--- src/hdl/swd_packet_master_core_assert.svh ---
// Assertion macros shared by the serial-wire debug master RTL.
// No dependencies; define ASSERT_OFF to compile the checks out.
`ifndef SWD_PACKET_MASTER_CORE_ASSERT_SVH
`define SWD_PACKET_MASTER_CORE_ASSERT_SVH

`ifndef ASSERT_OFF
`define SWDPM_ASSERT_IMPLY(label, clk, rst_n, ante, cons, msg) \
  label: assert property (@(posedge clk) disable iff (!rst_n) (ante) |-> (cons)) \
    else $error(msg);
`define SWDPM_ASSERT_NEXT(label, clk, rst_n, ante, cons, msg) \
  label: assert property (@(posedge clk) disable iff (!rst_n) (ante) |=> (cons)) \
    else $error(msg);
`else
`define SWDPM_ASSERT_IMPLY(label, clk, rst_n, ante, cons, msg)
`define SWDPM_ASSERT_NEXT(label, clk, rst_n, ante, cons, msg)
`endif

`endif

--- src/hdl/swdpm_pkg.sv ---
// Package for the serial-wire debug master: phase, op, ack and status codes,
// the per-tick result type and the request byte builder. No dependencies.
`timescale 1ns / 1ps
`default_nettype none

package swdpm_pkg;

  localparam int BC_W = 7;

  localparam logic [BC_W-1:0] RESET_CYCLES = 7'd64;
  localparam logic [BC_W-1:0] IDLE_CYCLES  = 7'd8;

  localparam logic [1:0] OP_IDLE = 2'd0;
  localparam logic [1:0] OP_XFER = 2'd1;
  localparam logic [1:0] OP_LRST = 2'd2;

  localparam logic [3:0] PH_IDLE  = 4'd0;
  localparam logic [3:0] PH_LEAD  = 4'd1;
  localparam logic [3:0] PH_REQ   = 4'd2;
  localparam logic [3:0] PH_TURN1 = 4'd3;
  localparam logic [3:0] PH_ACK   = 4'd4;
  localparam logic [3:0] PH_RDATA = 4'd5;
  localparam logic [3:0] PH_RPAR  = 4'd6;
  localparam logic [3:0] PH_TURN2 = 4'd7;
  localparam logic [3:0] PH_WDATA = 4'd8;
  localparam logic [3:0] PH_WPAR  = 4'd9;
  localparam logic [3:0] PH_TAIL  = 4'd10;
  localparam logic [3:0] PH_RSTH  = 4'd11;
  localparam logic [3:0] PH_RSTL  = 4'd12;

  localparam logic [2:0] ACK_OK    = 3'h1;
  localparam logic [2:0] ACK_WAIT  = 3'h2;
  localparam logic [2:0] ACK_FAULT = 3'h4;

  localparam logic [1:0] ST_OK      = 2'd0;
  localparam logic [1:0] ST_TIMEOUT = 2'd1;
  localparam logic [1:0] ST_FAULT   = 2'd2;
  localparam logic [1:0] ST_WIRE    = 2'd3;

  localparam logic [7:0] RETRY_DEFAULT = 8'd255;

  typedef struct packed {
    logic        swclk_pulse;
    logic        swdio_out;
    logic        swdio_oe;
    logic        busy_res;
    logic        done_res;
    logic [1:0]  status;
    logic [31:0] rd_word;
  } swdpm_res_t;

  // Start bit, APnDP, RnW, A[3:2], even parity, stop bit, park bit (LSB first).
  function automatic logic [7:0] make_request(input logic [3:0] addr);
    make_request = {1'b1, 1'b0, ^addr, addr, 1'b1};
  endfunction

endpackage

`default_nettype wire

--- src/hdl/swdpm_in_if.sv ---
// Input channel of the serial-wire debug master: valid/ready plus one tick's
// request fields. No dependencies.
`timescale 1ns / 1ps
`default_nettype none

interface swdpm_in_if;
  logic        valid;
  logic        ready;
  logic [1:0]  op;
  logic [3:0]  req_addr;
  logic [31:0] wr_word;
  logic        swdio_in;

  modport source (output valid, output op, output req_addr, output wr_word,
                  output swdio_in, input ready);
  modport sink (input valid, input op, input req_addr, input wr_word,
                input swdio_in, output ready);
endinterface

`default_nettype wire

--- src/hdl/swdpm_out_if.sv ---
// Result channel of the serial-wire debug master: valid/ready plus the
// line levels and status of one tick. No dependencies.
`timescale 1ns / 1ps
`default_nettype none

interface swdpm_out_if;
  logic        valid;
  logic        ready;
  logic        swclk_pulse;
  logic        swdio_out;
  logic        swdio_oe;
  logic        busy_res;
  logic        done_res;
  logic [1:0]  status;
  logic [31:0] rd_word;

  modport source (output valid, output swclk_pulse, output swdio_out,
                  output swdio_oe, output busy_res, output done_res,
                  output status, output rd_word, input ready);
  modport sink (input valid, input swclk_pulse, input swdio_out,
                input swdio_oe, input busy_res, input done_res,
                input status, input rd_word, output ready);
endinterface

`default_nettype wire

--- src/hdl/swdpm_seq.sv ---
// Packet sequencer: phase state, shift registers and retry counting, one
// SWCLK period per step. Depends on swdpm_pkg and the assertion header.
`timescale 1ns / 1ps
`default_nettype none

`include "swd_packet_master_core_assert.svh"

module swdpm_seq (
  input  wire logic                clk,
  input  wire logic                rst_n,
  input  wire logic                step,
  input  wire logic [1:0]          op,
  input  wire logic [3:0]          req_addr,
  input  wire logic [31:0]         wr_word,
  input  wire logic                swdio_in,
  input  wire logic [7:0]          retry_limit,
  output swdpm_pkg::swdpm_res_t    res_o
);

  logic [3:0]                  phase_r, phase_nxt;
  logic [swdpm_pkg::BC_W-1:0]  bit_count_r, bit_count_nxt;
  logic [7:0]                  request_r, request_nxt;
  logic [31:0]                 data_r, data_nxt;
  logic [7:0]                  attempts_r, attempts_nxt;
  logic [2:0]                  ack_r, ack_nxt;
  logic                        parity_r, parity_nxt;
  logic [1:0]                  status_r, status_nxt;
  logic [1:0]                  pending_r, pending_nxt;
  logic [31:0]                 read_word_r, read_word_nxt;

  always_comb begin
    logic [3:0] ph;
    logic       dout;
    logic       oe;
    logic       busy;
    logic       done;
    phase_nxt     = phase_r;
    bit_count_nxt = bit_count_r;
    request_nxt   = request_r;
    data_nxt      = data_r;
    attempts_nxt  = attempts_r;
    ack_nxt       = ack_r;
    parity_nxt    = parity_r;
    status_nxt    = status_r;
    pending_nxt   = pending_r;
    read_word_nxt = read_word_r;
    dout          = 1'b0;
    oe            = 1'b1;
    done          = 1'b0;
    ph            = phase_r;

    // A start op is only honored from idle; the first tick of the new
    // sequence is executed in the same period.
    if (phase_r == swdpm_pkg::PH_IDLE) begin
      if (op == swdpm_pkg::OP_XFER) begin
        request_nxt  = swdpm_pkg::make_request(req_addr);
        data_nxt     = wr_word;
        attempts_nxt = (retry_limit != 8'd0) ? retry_limit : swdpm_pkg::RETRY_DEFAULT;
        ph           = swdpm_pkg::PH_LEAD;
      end else if (op == swdpm_pkg::OP_LRST) begin
        bit_count_nxt = swdpm_pkg::RESET_CYCLES;
        ph            = swdpm_pkg::PH_RSTH;
      end
    end
    busy      = (ph != swdpm_pkg::PH_IDLE);
    phase_nxt = ph;

    unique case (ph)
      swdpm_pkg::PH_IDLE: begin
        phase_nxt = swdpm_pkg::PH_IDLE;
      end
      swdpm_pkg::PH_LEAD: begin
        bit_count_nxt = '0;
        phase_nxt     = swdpm_pkg::PH_REQ;
      end
      swdpm_pkg::PH_REQ: begin
        dout = request_nxt[bit_count_r[2:0]];
        if (bit_count_r >= 7'd7) begin
          phase_nxt = swdpm_pkg::PH_TURN1;
        end else begin
          bit_count_nxt = bit_count_r + 7'd1;
        end
      end
      swdpm_pkg::PH_TURN1: begin
        oe            = 1'b0;
        bit_count_nxt = '0;
        ack_nxt       = '0;
        phase_nxt     = swdpm_pkg::PH_ACK;
      end
      swdpm_pkg::PH_ACK: begin
        oe      = 1'b0;
        ack_nxt = ack_r | ({2'b00, swdio_in} << bit_count_r[1:0]);
        if (bit_count_r < 7'd2) begin
          bit_count_nxt = bit_count_r + 7'd1;
        end else if (ack_nxt == swdpm_pkg::ACK_WAIT) begin
          attempts_nxt = attempts_r - 8'd1;
          if (attempts_nxt != 8'd0) begin
            phase_nxt = swdpm_pkg::PH_LEAD;
          end else begin
            pending_nxt = swdpm_pkg::ST_TIMEOUT;
            phase_nxt   = swdpm_pkg::PH_TAIL;
          end
        end else if (ack_nxt == swdpm_pkg::ACK_OK) begin
          bit_count_nxt = '0;
          parity_nxt    = 1'b0;
          phase_nxt     = request_r[2] ? swdpm_pkg::PH_RDATA : swdpm_pkg::PH_TURN2;
        end else begin
          pending_nxt = (ack_nxt == swdpm_pkg::ACK_FAULT) ? swdpm_pkg::ST_FAULT
                                                          : swdpm_pkg::ST_WIRE;
          phase_nxt   = swdpm_pkg::PH_TAIL;
        end
      end
      swdpm_pkg::PH_RDATA: begin
        oe         = 1'b0;
        data_nxt   = {swdio_in, data_r[31:1]};
        parity_nxt = parity_r ^ swdio_in;
        if (bit_count_r >= 7'd31) begin
          phase_nxt = swdpm_pkg::PH_RPAR;
        end else begin
          bit_count_nxt = bit_count_r + 7'd1;
        end
      end
      swdpm_pkg::PH_RPAR: begin
        oe            = 1'b0;
        read_word_nxt = data_r;
        pending_nxt   = (swdio_in != parity_r) ? swdpm_pkg::ST_WIRE : swdpm_pkg::ST_OK;
        phase_nxt     = swdpm_pkg::PH_TAIL;
      end
      swdpm_pkg::PH_TURN2: begin
        oe            = 1'b0;
        bit_count_nxt = '0;
        parity_nxt    = 1'b0;
        phase_nxt     = swdpm_pkg::PH_WDATA;
      end
      swdpm_pkg::PH_WDATA: begin
        dout       = data_r[0];
        parity_nxt = parity_r ^ data_r[0];
        data_nxt   = {1'b0, data_r[31:1]};
        if (bit_count_r >= 7'd31) begin
          phase_nxt = swdpm_pkg::PH_WPAR;
        end else begin
          bit_count_nxt = bit_count_r + 7'd1;
        end
      end
      swdpm_pkg::PH_WPAR: begin
        dout        = parity_r;
        pending_nxt = swdpm_pkg::ST_OK;
        phase_nxt   = swdpm_pkg::PH_TAIL;
      end
      swdpm_pkg::PH_TAIL: begin
        done       = 1'b1;
        status_nxt = pending_r;
        phase_nxt  = swdpm_pkg::PH_IDLE;
      end
      swdpm_pkg::PH_RSTH: begin
        dout = 1'b1;
        if (bit_count_nxt <= 7'd1) begin
          bit_count_nxt = swdpm_pkg::IDLE_CYCLES;
          phase_nxt     = swdpm_pkg::PH_RSTL;
        end else begin
          bit_count_nxt = bit_count_nxt - 7'd1;
        end
      end
      swdpm_pkg::PH_RSTL: begin
        if (bit_count_r <= 7'd1) begin
          bit_count_nxt = '0;
          done          = 1'b1;
          phase_nxt     = swdpm_pkg::PH_IDLE;
        end else begin
          bit_count_nxt = bit_count_r - 7'd1;
        end
      end
      default: begin
        phase_nxt = swdpm_pkg::PH_IDLE;
      end
    endcase

    res_o.swclk_pulse = busy;
    res_o.swdio_out   = dout & oe;
    res_o.swdio_oe    = oe;
    res_o.busy_res    = busy;
    res_o.done_res    = done;
    res_o.status      = status_nxt;
    res_o.rd_word     = read_word_nxt;
  end

  always_ff @(posedge clk) begin
    if (!rst_n) begin
      phase_r     <= swdpm_pkg::PH_IDLE;
      bit_count_r <= '0;
      request_r   <= '0;
      data_r      <= '0;
      attempts_r  <= '0;
      ack_r       <= '0;
      parity_r    <= 1'b0;
      status_r    <= swdpm_pkg::ST_OK;
      pending_r   <= swdpm_pkg::ST_OK;
      read_word_r <= '0;
    end else if (step) begin
      phase_r     <= phase_nxt;
      bit_count_r <= bit_count_nxt;
      request_r   <= request_nxt;
      data_r      <= data_nxt;
      attempts_r  <= attempts_nxt;
      ack_r       <= ack_nxt;
      parity_r    <= parity_nxt;
      status_r    <= status_nxt;
      pending_r   <= pending_nxt;
      read_word_r <= read_word_nxt;
    end
  end

  `SWDPM_ASSERT_NEXT(a_done_to_idle, clk, rst_n, step && res_o.done_res, phase_r == swdpm_pkg::PH_IDLE, "sequence did not return to idle after its final tick")
  `SWDPM_ASSERT_NEXT(a_busy_holds, clk, rst_n, step && res_o.busy_res && !res_o.done_res, phase_r != swdpm_pkg::PH_IDLE, "sequence dropped to idle before its final tick")
  `SWDPM_ASSERT_IMPLY(a_attempts_live, clk, rst_n, phase_r == swdpm_pkg::PH_REQ, attempts_r != 8'd0, "request phase entered with no attempts left")

endmodule

`default_nettype wire

--- src/hdl/swd_packet_master_core.sv ---
// Serial-wire debug master top level: one SWCLK period per transaction.
// Latency: a result is valid the cycle after its input transaction is accepted.
// Throughput: one transaction per clock unless stalled; the output register
// lets a new input be taken in the same cycle the pending result is taken.
// Reset (rst_n low, synchronous): sequencer idle, retry limit 255, no result.
// Depends on swdpm_pkg, swdpm_in_if, swdpm_out_if, swdpm_seq, assertion header.
`timescale 1ns / 1ps
`default_nettype none

`include "swd_packet_master_core_assert.svh"

module swd_packet_master_core (
  input  wire logic        clk,
  input  wire logic        rst_n,
  swdpm_in_if.sink         in_if,
  swdpm_out_if.source      out_if,
  input  wire logic        cfg_we,
  input  wire logic [7:0]  cfg_wdata
);

  logic [7:0]            retry_limit_r;
  logic                  out_valid_r;
  swdpm_pkg::swdpm_res_t out_data_r;
  swdpm_pkg::swdpm_res_t step_res;
  logic                  in_fire;

  assign in_if.ready = !out_valid_r || out_if.ready;
  assign in_fire     = in_if.valid && in_if.ready;

  swdpm_seq u_seq (
    .clk         (clk),
    .rst_n       (rst_n),
    .step        (in_fire),
    .op          (in_if.op),
    .req_addr    (in_if.req_addr),
    .wr_word     (in_if.wr_word),
    .swdio_in    (in_if.swdio_in),
    .retry_limit (retry_limit_r),
    .res_o       (step_res)
  );

  always_ff @(posedge clk) begin
    if (!rst_n) begin
      retry_limit_r <= swdpm_pkg::RETRY_DEFAULT;
    end else if (cfg_we) begin
      retry_limit_r <= cfg_wdata;
    end
  end

  always_ff @(posedge clk) begin
    if (!rst_n) begin
      out_valid_r <= 1'b0;
    end else if (in_fire) begin
      out_valid_r <= 1'b1;
    end else if (out_if.ready) begin
      out_valid_r <= 1'b0;
    end
  end

  always_ff @(posedge clk) begin
    if (in_fire) begin
      out_data_r <= step_res;
    end
  end

  assign out_if.valid       = out_valid_r;
  assign out_if.swclk_pulse = out_data_r.swclk_pulse;
  assign out_if.swdio_out   = out_data_r.swdio_out;
  assign out_if.swdio_oe    = out_data_r.swdio_oe;
  assign out_if.busy_res    = out_data_r.busy_res;
  assign out_if.done_res    = out_data_r.done_res;
  assign out_if.status      = out_data_r.status;
  assign out_if.rd_word     = out_data_r.rd_word;

  `SWDPM_ASSERT_NEXT(a_fire_gives_result, clk, rst_n, in_fire, out_valid_r, "accepted transaction produced no result")
  `SWDPM_ASSERT_NEXT(a_stall_keeps_result, clk, rst_n, out_valid_r && !out_if.ready, out_valid_r && $stable(out_data_r), "pending result lost while stalled")
  `SWDPM_ASSERT_IMPLY(a_no_overrun, clk, rst_n, out_valid_r && !out_if.ready, !in_if.ready, "input taken while result register full")

endmodule

`default_nettype wire

--- src/flat_wrapper.sv ---
// flat-port wrapper written by rule: the top's interface ports become plain ports
module swd_packet_master_core_flat 
  (clk, rst_n, cfg_we, cfg_wdata, in_if_valid, in_if_op, in_if_req_addr, in_if_wr_word, in_if_swdio_in, in_if_ready, out_if_valid, out_if_swclk_pulse, out_if_swdio_out, out_if_swdio_oe, out_if_busy_res, out_if_done_res, out_if_status, out_if_rd_word, out_if_ready);
  swdpm_in_if in_if_i ();
  swdpm_out_if out_if_i ();
  input  wire logic clk;
  input  wire logic rst_n;
  input  wire logic cfg_we;
  input  wire logic [7:0] cfg_wdata;
  input wire logic [$bits(in_if_i.valid)-1:0] in_if_valid;
  input wire logic [$bits(in_if_i.op)-1:0] in_if_op;
  input wire logic [$bits(in_if_i.req_addr)-1:0] in_if_req_addr;
  input wire logic [$bits(in_if_i.wr_word)-1:0] in_if_wr_word;
  input wire logic [$bits(in_if_i.swdio_in)-1:0] in_if_swdio_in;
  output wire logic [$bits(in_if_i.ready)-1:0] in_if_ready;
  output wire logic [$bits(out_if_i.valid)-1:0] out_if_valid;
  output wire logic [$bits(out_if_i.swclk_pulse)-1:0] out_if_swclk_pulse;
  output wire logic [$bits(out_if_i.swdio_out)-1:0] out_if_swdio_out;
  output wire logic [$bits(out_if_i.swdio_oe)-1:0] out_if_swdio_oe;
  output wire logic [$bits(out_if_i.busy_res)-1:0] out_if_busy_res;
  output wire logic [$bits(out_if_i.done_res)-1:0] out_if_done_res;
  output wire logic [$bits(out_if_i.status)-1:0] out_if_status;
  output wire logic [$bits(out_if_i.rd_word)-1:0] out_if_rd_word;
  input wire logic [$bits(out_if_i.ready)-1:0] out_if_ready;
  assign in_if_i.valid = in_if_valid;
  assign in_if_i.op = in_if_op;
  assign in_if_i.req_addr = in_if_req_addr;
  assign in_if_i.wr_word = in_if_wr_word;
  assign in_if_i.swdio_in = in_if_swdio_in;
  assign in_if_ready = in_if_i.ready;
  assign out_if_valid = out_if_i.valid;
  assign out_if_swclk_pulse = out_if_i.swclk_pulse;
  assign out_if_swdio_out = out_if_i.swdio_out;
  assign out_if_swdio_oe = out_if_i.swdio_oe;
  assign out_if_busy_res = out_if_i.busy_res;
  assign out_if_done_res = out_if_i.done_res;
  assign out_if_status = out_if_i.status;
  assign out_if_rd_word = out_if_i.rd_word;
  assign out_if_i.ready = out_if_ready;
  swd_packet_master_core u_core (.clk(clk), .rst_n(rst_n), .in_if(in_if_i), .out_if(out_if_i), .cfg_we(cfg_we), .cfg_wdata(cfg_wdata));
endmodule
--- config.mk ---
export PLATFORM = sky130hd
export DESIGN_NAME = swd_packet_master_core_flat
export DESIGN_NICKNAME = d
export VERILOG_FILES = /design/src/hdl/swdpm_pkg.sv /design/src/hdl/swdpm_in_if.sv /design/src/hdl/swdpm_out_if.sv /design/src/hdl/swdpm_seq.sv /design/src/hdl/swd_packet_master_core.sv /design/src/flat_wrapper.sv
export VERILOG_INCLUDE_DIRS = /design/src /design/src/hdl
export SDC_FILE = /design/constraint.sdc
export NUM_CORES = 1
export LEC_CHECK = 0
export BUFFER_PORTS_ARGS = -buffer_cell sky130_fd_sc_hd__buf_2
export CAP_MARGIN = 10
export CORE_MARGIN = 2
export CORE_UTILIZATION = 40
export DETAILED_ROUTE_END_ITERATION = 7
export GPL_TIMING_DRIVEN = 0
export PLACE_DENSITY = 0.61
export SLEW_MARGIN = 20
export SYNTH_ARGS = -nofsm -noshare
export SYNTH_HDL_FRONTEND = slang
export SYNTH_SLANG_ARGS = --single-unit
--- constraint.sdc ---
create_clock -name clk -period 2.6 [get_ports clk]
set_input_delay 0.52 -clock clk [delete_from_list [all_inputs] [get_ports clk]]
set_output_delay 0.52 -clock clk [all_outputs]
set_load 0.1 [all_outputs]
==> impl_metrics.toml <==
[placed_design]
port-buffer-count = 91
dp_slack_ns = -0.6965
gp_congestion = 0.9550
place_area_mm2 = 0.008418
place_inst = 1131
hpwlAfterDp_um = 15330

[worst_setup_path]
crit_buf_inv = 2
cp.arrival_ns = 2.75
path_cells = "nor4_4, buf_4, nand2_4, buf_8, nand2_1, ha_1, o21ba_4, nor3_4, a21oi_4, nor3_1, a221oi_1"
cp_data_required_time_ns = 2.87
cp-end-kind = "flip-flop"
start_kind = "flip-flop"
path_class = "reg2reg"
critPathMaxFanout = 5
worst_path_max_delay_cell = "dfxtp_4"
slowest_delay_ns = 0.36
crit_family = "simple AND/OR/NAND/NOR gates"

[pwr]
p_int_w = 0.004227
ir_worst_vdd_v = 0.0005145
swShare_pct = 30.23
pwr-share-seq_pct = 41.1
p_switching_w = 0.001832
clock_power_share_pct = 40.9
p_comb_share_pct = 18.0
leakagePower_nw = 3.725
powerDensity_mw_per_mm2 = 660.9

[floorplanning]
die_w_um = 142.4
num_rows = 50
die_area_mm2 = 0.02027
ios = 93
die_y_um = 142.4
core_mm2 = 0.01877
start_util_pct = 40.80

[synth]
synth_edf_count = 38
synthTopCellsByArea = "dfxtp_1 28%, edfxtp_1 15%, mux2i_1 9.8%"
synth_area_leader_cell = "dfxtp_1"
syn_inst = 806
seq_area_frac_synth_pct = 43.14
yosysWarningCount = 0
ys.flop_type = "dfxtp_1"
synth-seq-cells = 146
netlist.area_leader.share_pct = 28.24
yosys.cell_types.count = 84
synth-async-reset-ratio_pct = 0
syn_area_mm2 = 0.007657
syn_nets = 865
avgSynthCellArea_um2 = 9.500

[min_path]
hold_path_class = "in2reg"

[layout]
finalNonFillerCells = 1170
finish.utilization_pct = 48.85
diodes = 0
area_growth_pct = 19.72
fin_area_mm2 = 0.009168
drive_above_1_share_pct = 24.15
final_net_count = 982

[timing]
fmax_ghz = 0.4023
fin_ws_ns = 0.1141
slew_viol_final = 0
period_needed_ns = 2.486
setup_viol = 0
worst_slew_pin_slew_ns = 0.8146
hold_viol = 0
period_share_pct = 95.61
skew_ns = 0.008207
rsz0062_at_grt = "false"
tns_ns = 0
relSlewSlack_pct = 45.69

[route]
drc = 0
antenna_left = 0
vias_per_cell = 5.715
wl_per_cell_um = 18.52
drtIter0Drc = 576
vias = 6686
wirelength_um = 21670
drtPass1Iterations = 5

[cts]
insertion_delay_ns = 0.43
cts_root_buf = "clkbuf_16"
cts.clk_slew.worst_paths_ns = 0.06
clock-sinks = 146
htreeDepth = 4
cts_max_path_buffers = 2
cts-buffers-inserted = 17
cts_tree = "built"

[grt]
grtUsageTotal_pct = 21.68
overflow = 0
antenna_found_initial = 0
grt_pass1_vias = 6415
grt_pass1_wl_um = 34350
grt_max_degree = 48

[status]
status = "completed"

[run]
max_cap_violations = 0
## sequential cells by signal (all words and copies together) (netlist names), 2 cells and up
signal and flops:
u_core.u_seq.pending_r 2, u_core.u_seq.data_r 32, u_core.u_seq.status_r 2, u_core.u_seq.read_word_r 32
u_core.out_if.status 2, u_core.u_seq.attempts_r 8, u_core.u_seq.ack_r 3, u_core.u_seq.phase_r 4
u_core.u_seq.request_r 8, u_core.retry_limit_r 8, u_core.out_if.rd_word 32, u_core.u_seq.bit_count_r 7
## worst paths after layout
path	cells past startpoint	end	slack, ns	start
worst max-delay path	11	u_core.u_seq.phase_r[0]	0.11	u_core.u_seq.phase_r[0]
worst min-delay path	3	u_core.retry_limit_r[0]	0.31	cfg_wdata[0]
worst max register to register	11	u_core.u_seq.phase_r[0]	0.11	u_core.u_seq.phase_r[0]
worst min register to register	2	u_core.u_seq.request_r[4]	0.46	u_core.u_seq.request_r[4]
## cell usage in the layout, fill, tap and decap left out, types with 9 or more instances in the layout
master	instances
nand2_1	55
buf_4	10
nand3_1	24
edfxtp_1	38
a21oi_1	28
mux2_2	35
o21ai_0	27
clkbuf_1	33
nor2b_1	9
mux2i_1	75
o211ai_1	9
dfxtp_1	103
inv_1	17
clkbuf_16	18
nor2_1	102
buf_2	108
a211oi_1	38
nor3_1	22
nand2b_1	13
## synth_stat cells, types with 3 or more instances
cell	instances
o21a_1	5
o22a_1	3
a31oi_1	6
or3_1	3
nor4_1	6
nand2_1	57
buf_2	18
buf_1	4
and2_1	3
o31ai_1	5
clkbuf_1	36
o21ai_0	27
nand2b_1	14
a22oi_1	3
nand3_1	24
o22ai_1	5
xnor2_1	6
a21oi_1	29
nor2_1	102
nor2b_1	9
inv_1	17
a211oi_1	38
mux2_2	35
or4_1	5
nand4_1	5
mux2i_1	75
or2_2	3
dfxtp_1	108
edfxtp_1	38
o221ai_1	4
a221oi_1	7
nor3_1	22
o311ai_0	3
o211a_1	3
o211ai_1	9
ha_1	7
## logic make-up after synthesis
logic type,Yosys count,share of synthesized area (%)
mux,110,14.95
buf+inv,80,4.461
fa+ha+maj,7,1.144
compound gates,183,17.99
simple gates,273,17.52
flops,146,43.14
xor+xnor,7,0.8007
## worst reg2reg max path, delay by kind of cell (launching register included)
| kind | cells | cell delay (ns) |
|---|---|---|
| and+or+nand+nor | 5 | 1.05 |
| buffers and inverters | 2 | 0.33 |
| AOI/OAI and AO/OA | 3 | 0.43 |
| DFF | 1 | 0.36 |
| adders and majority gates | 1 | 0.15 |
## per-layer routing
metal / track usage [%] / wire length (um) / vias up
met5: 0 / 0 / -
met3: 4.240 / 1195 / 43
met4: 8.546 / 472 / 0
met1: 28.64 / 9747 / 3170
met2: 35.04 / 10250 / 247
li1: - / - / 3226
## power groups by stage
stage / combinational (W) / clock [W] / sequential, W
CTS: 0.00106 / 0.00252 / 0.00249
global route: 0.00116 / 0.00262 / 0.00250
floorplan: 0.000567 / 0 / 0.00273
detailed placement: 0.00103 / 0 / 0.00254
finish: 0.00109 / 0.00248 / 0.00249
global placement: 0.00103 / 0 / 0.00254
## through the flow
step / power (W) / hold WS (ns)
floorplan: 0.003299 / 0.4313
global placement: 0.003568 / 0.4475
detailed placement: 0.003569 / 0.4520
CTS: 0.006071 / 0.2948
global route: 0.006285 / 0.3051
finish: 0.006059 / 0.3079
## final cells by class
type / instances / area [um2]
fill: 1784 / 9600
multi-input combinational: 580 / 4086
sequential: 146 / 3314
timing repair buffer: 99 / 515.5
clock buffer: 24 / 503.0
buffer: 60 / 294.0
tap: 234 / 292.8
clock inverter: 8 / 90.09
inverter: 19 / 71.32
## what timing repair did
item,4_1_cts,5_1_grt
buffers inserted,3,5
hold buffers,0,0
resized for setup,16,16
hold endpoints to repair,0,0
pin swaps,3,9
setup endpoints to repair,10,24
No activity file was read; power rests on OpenSTA's default activity.
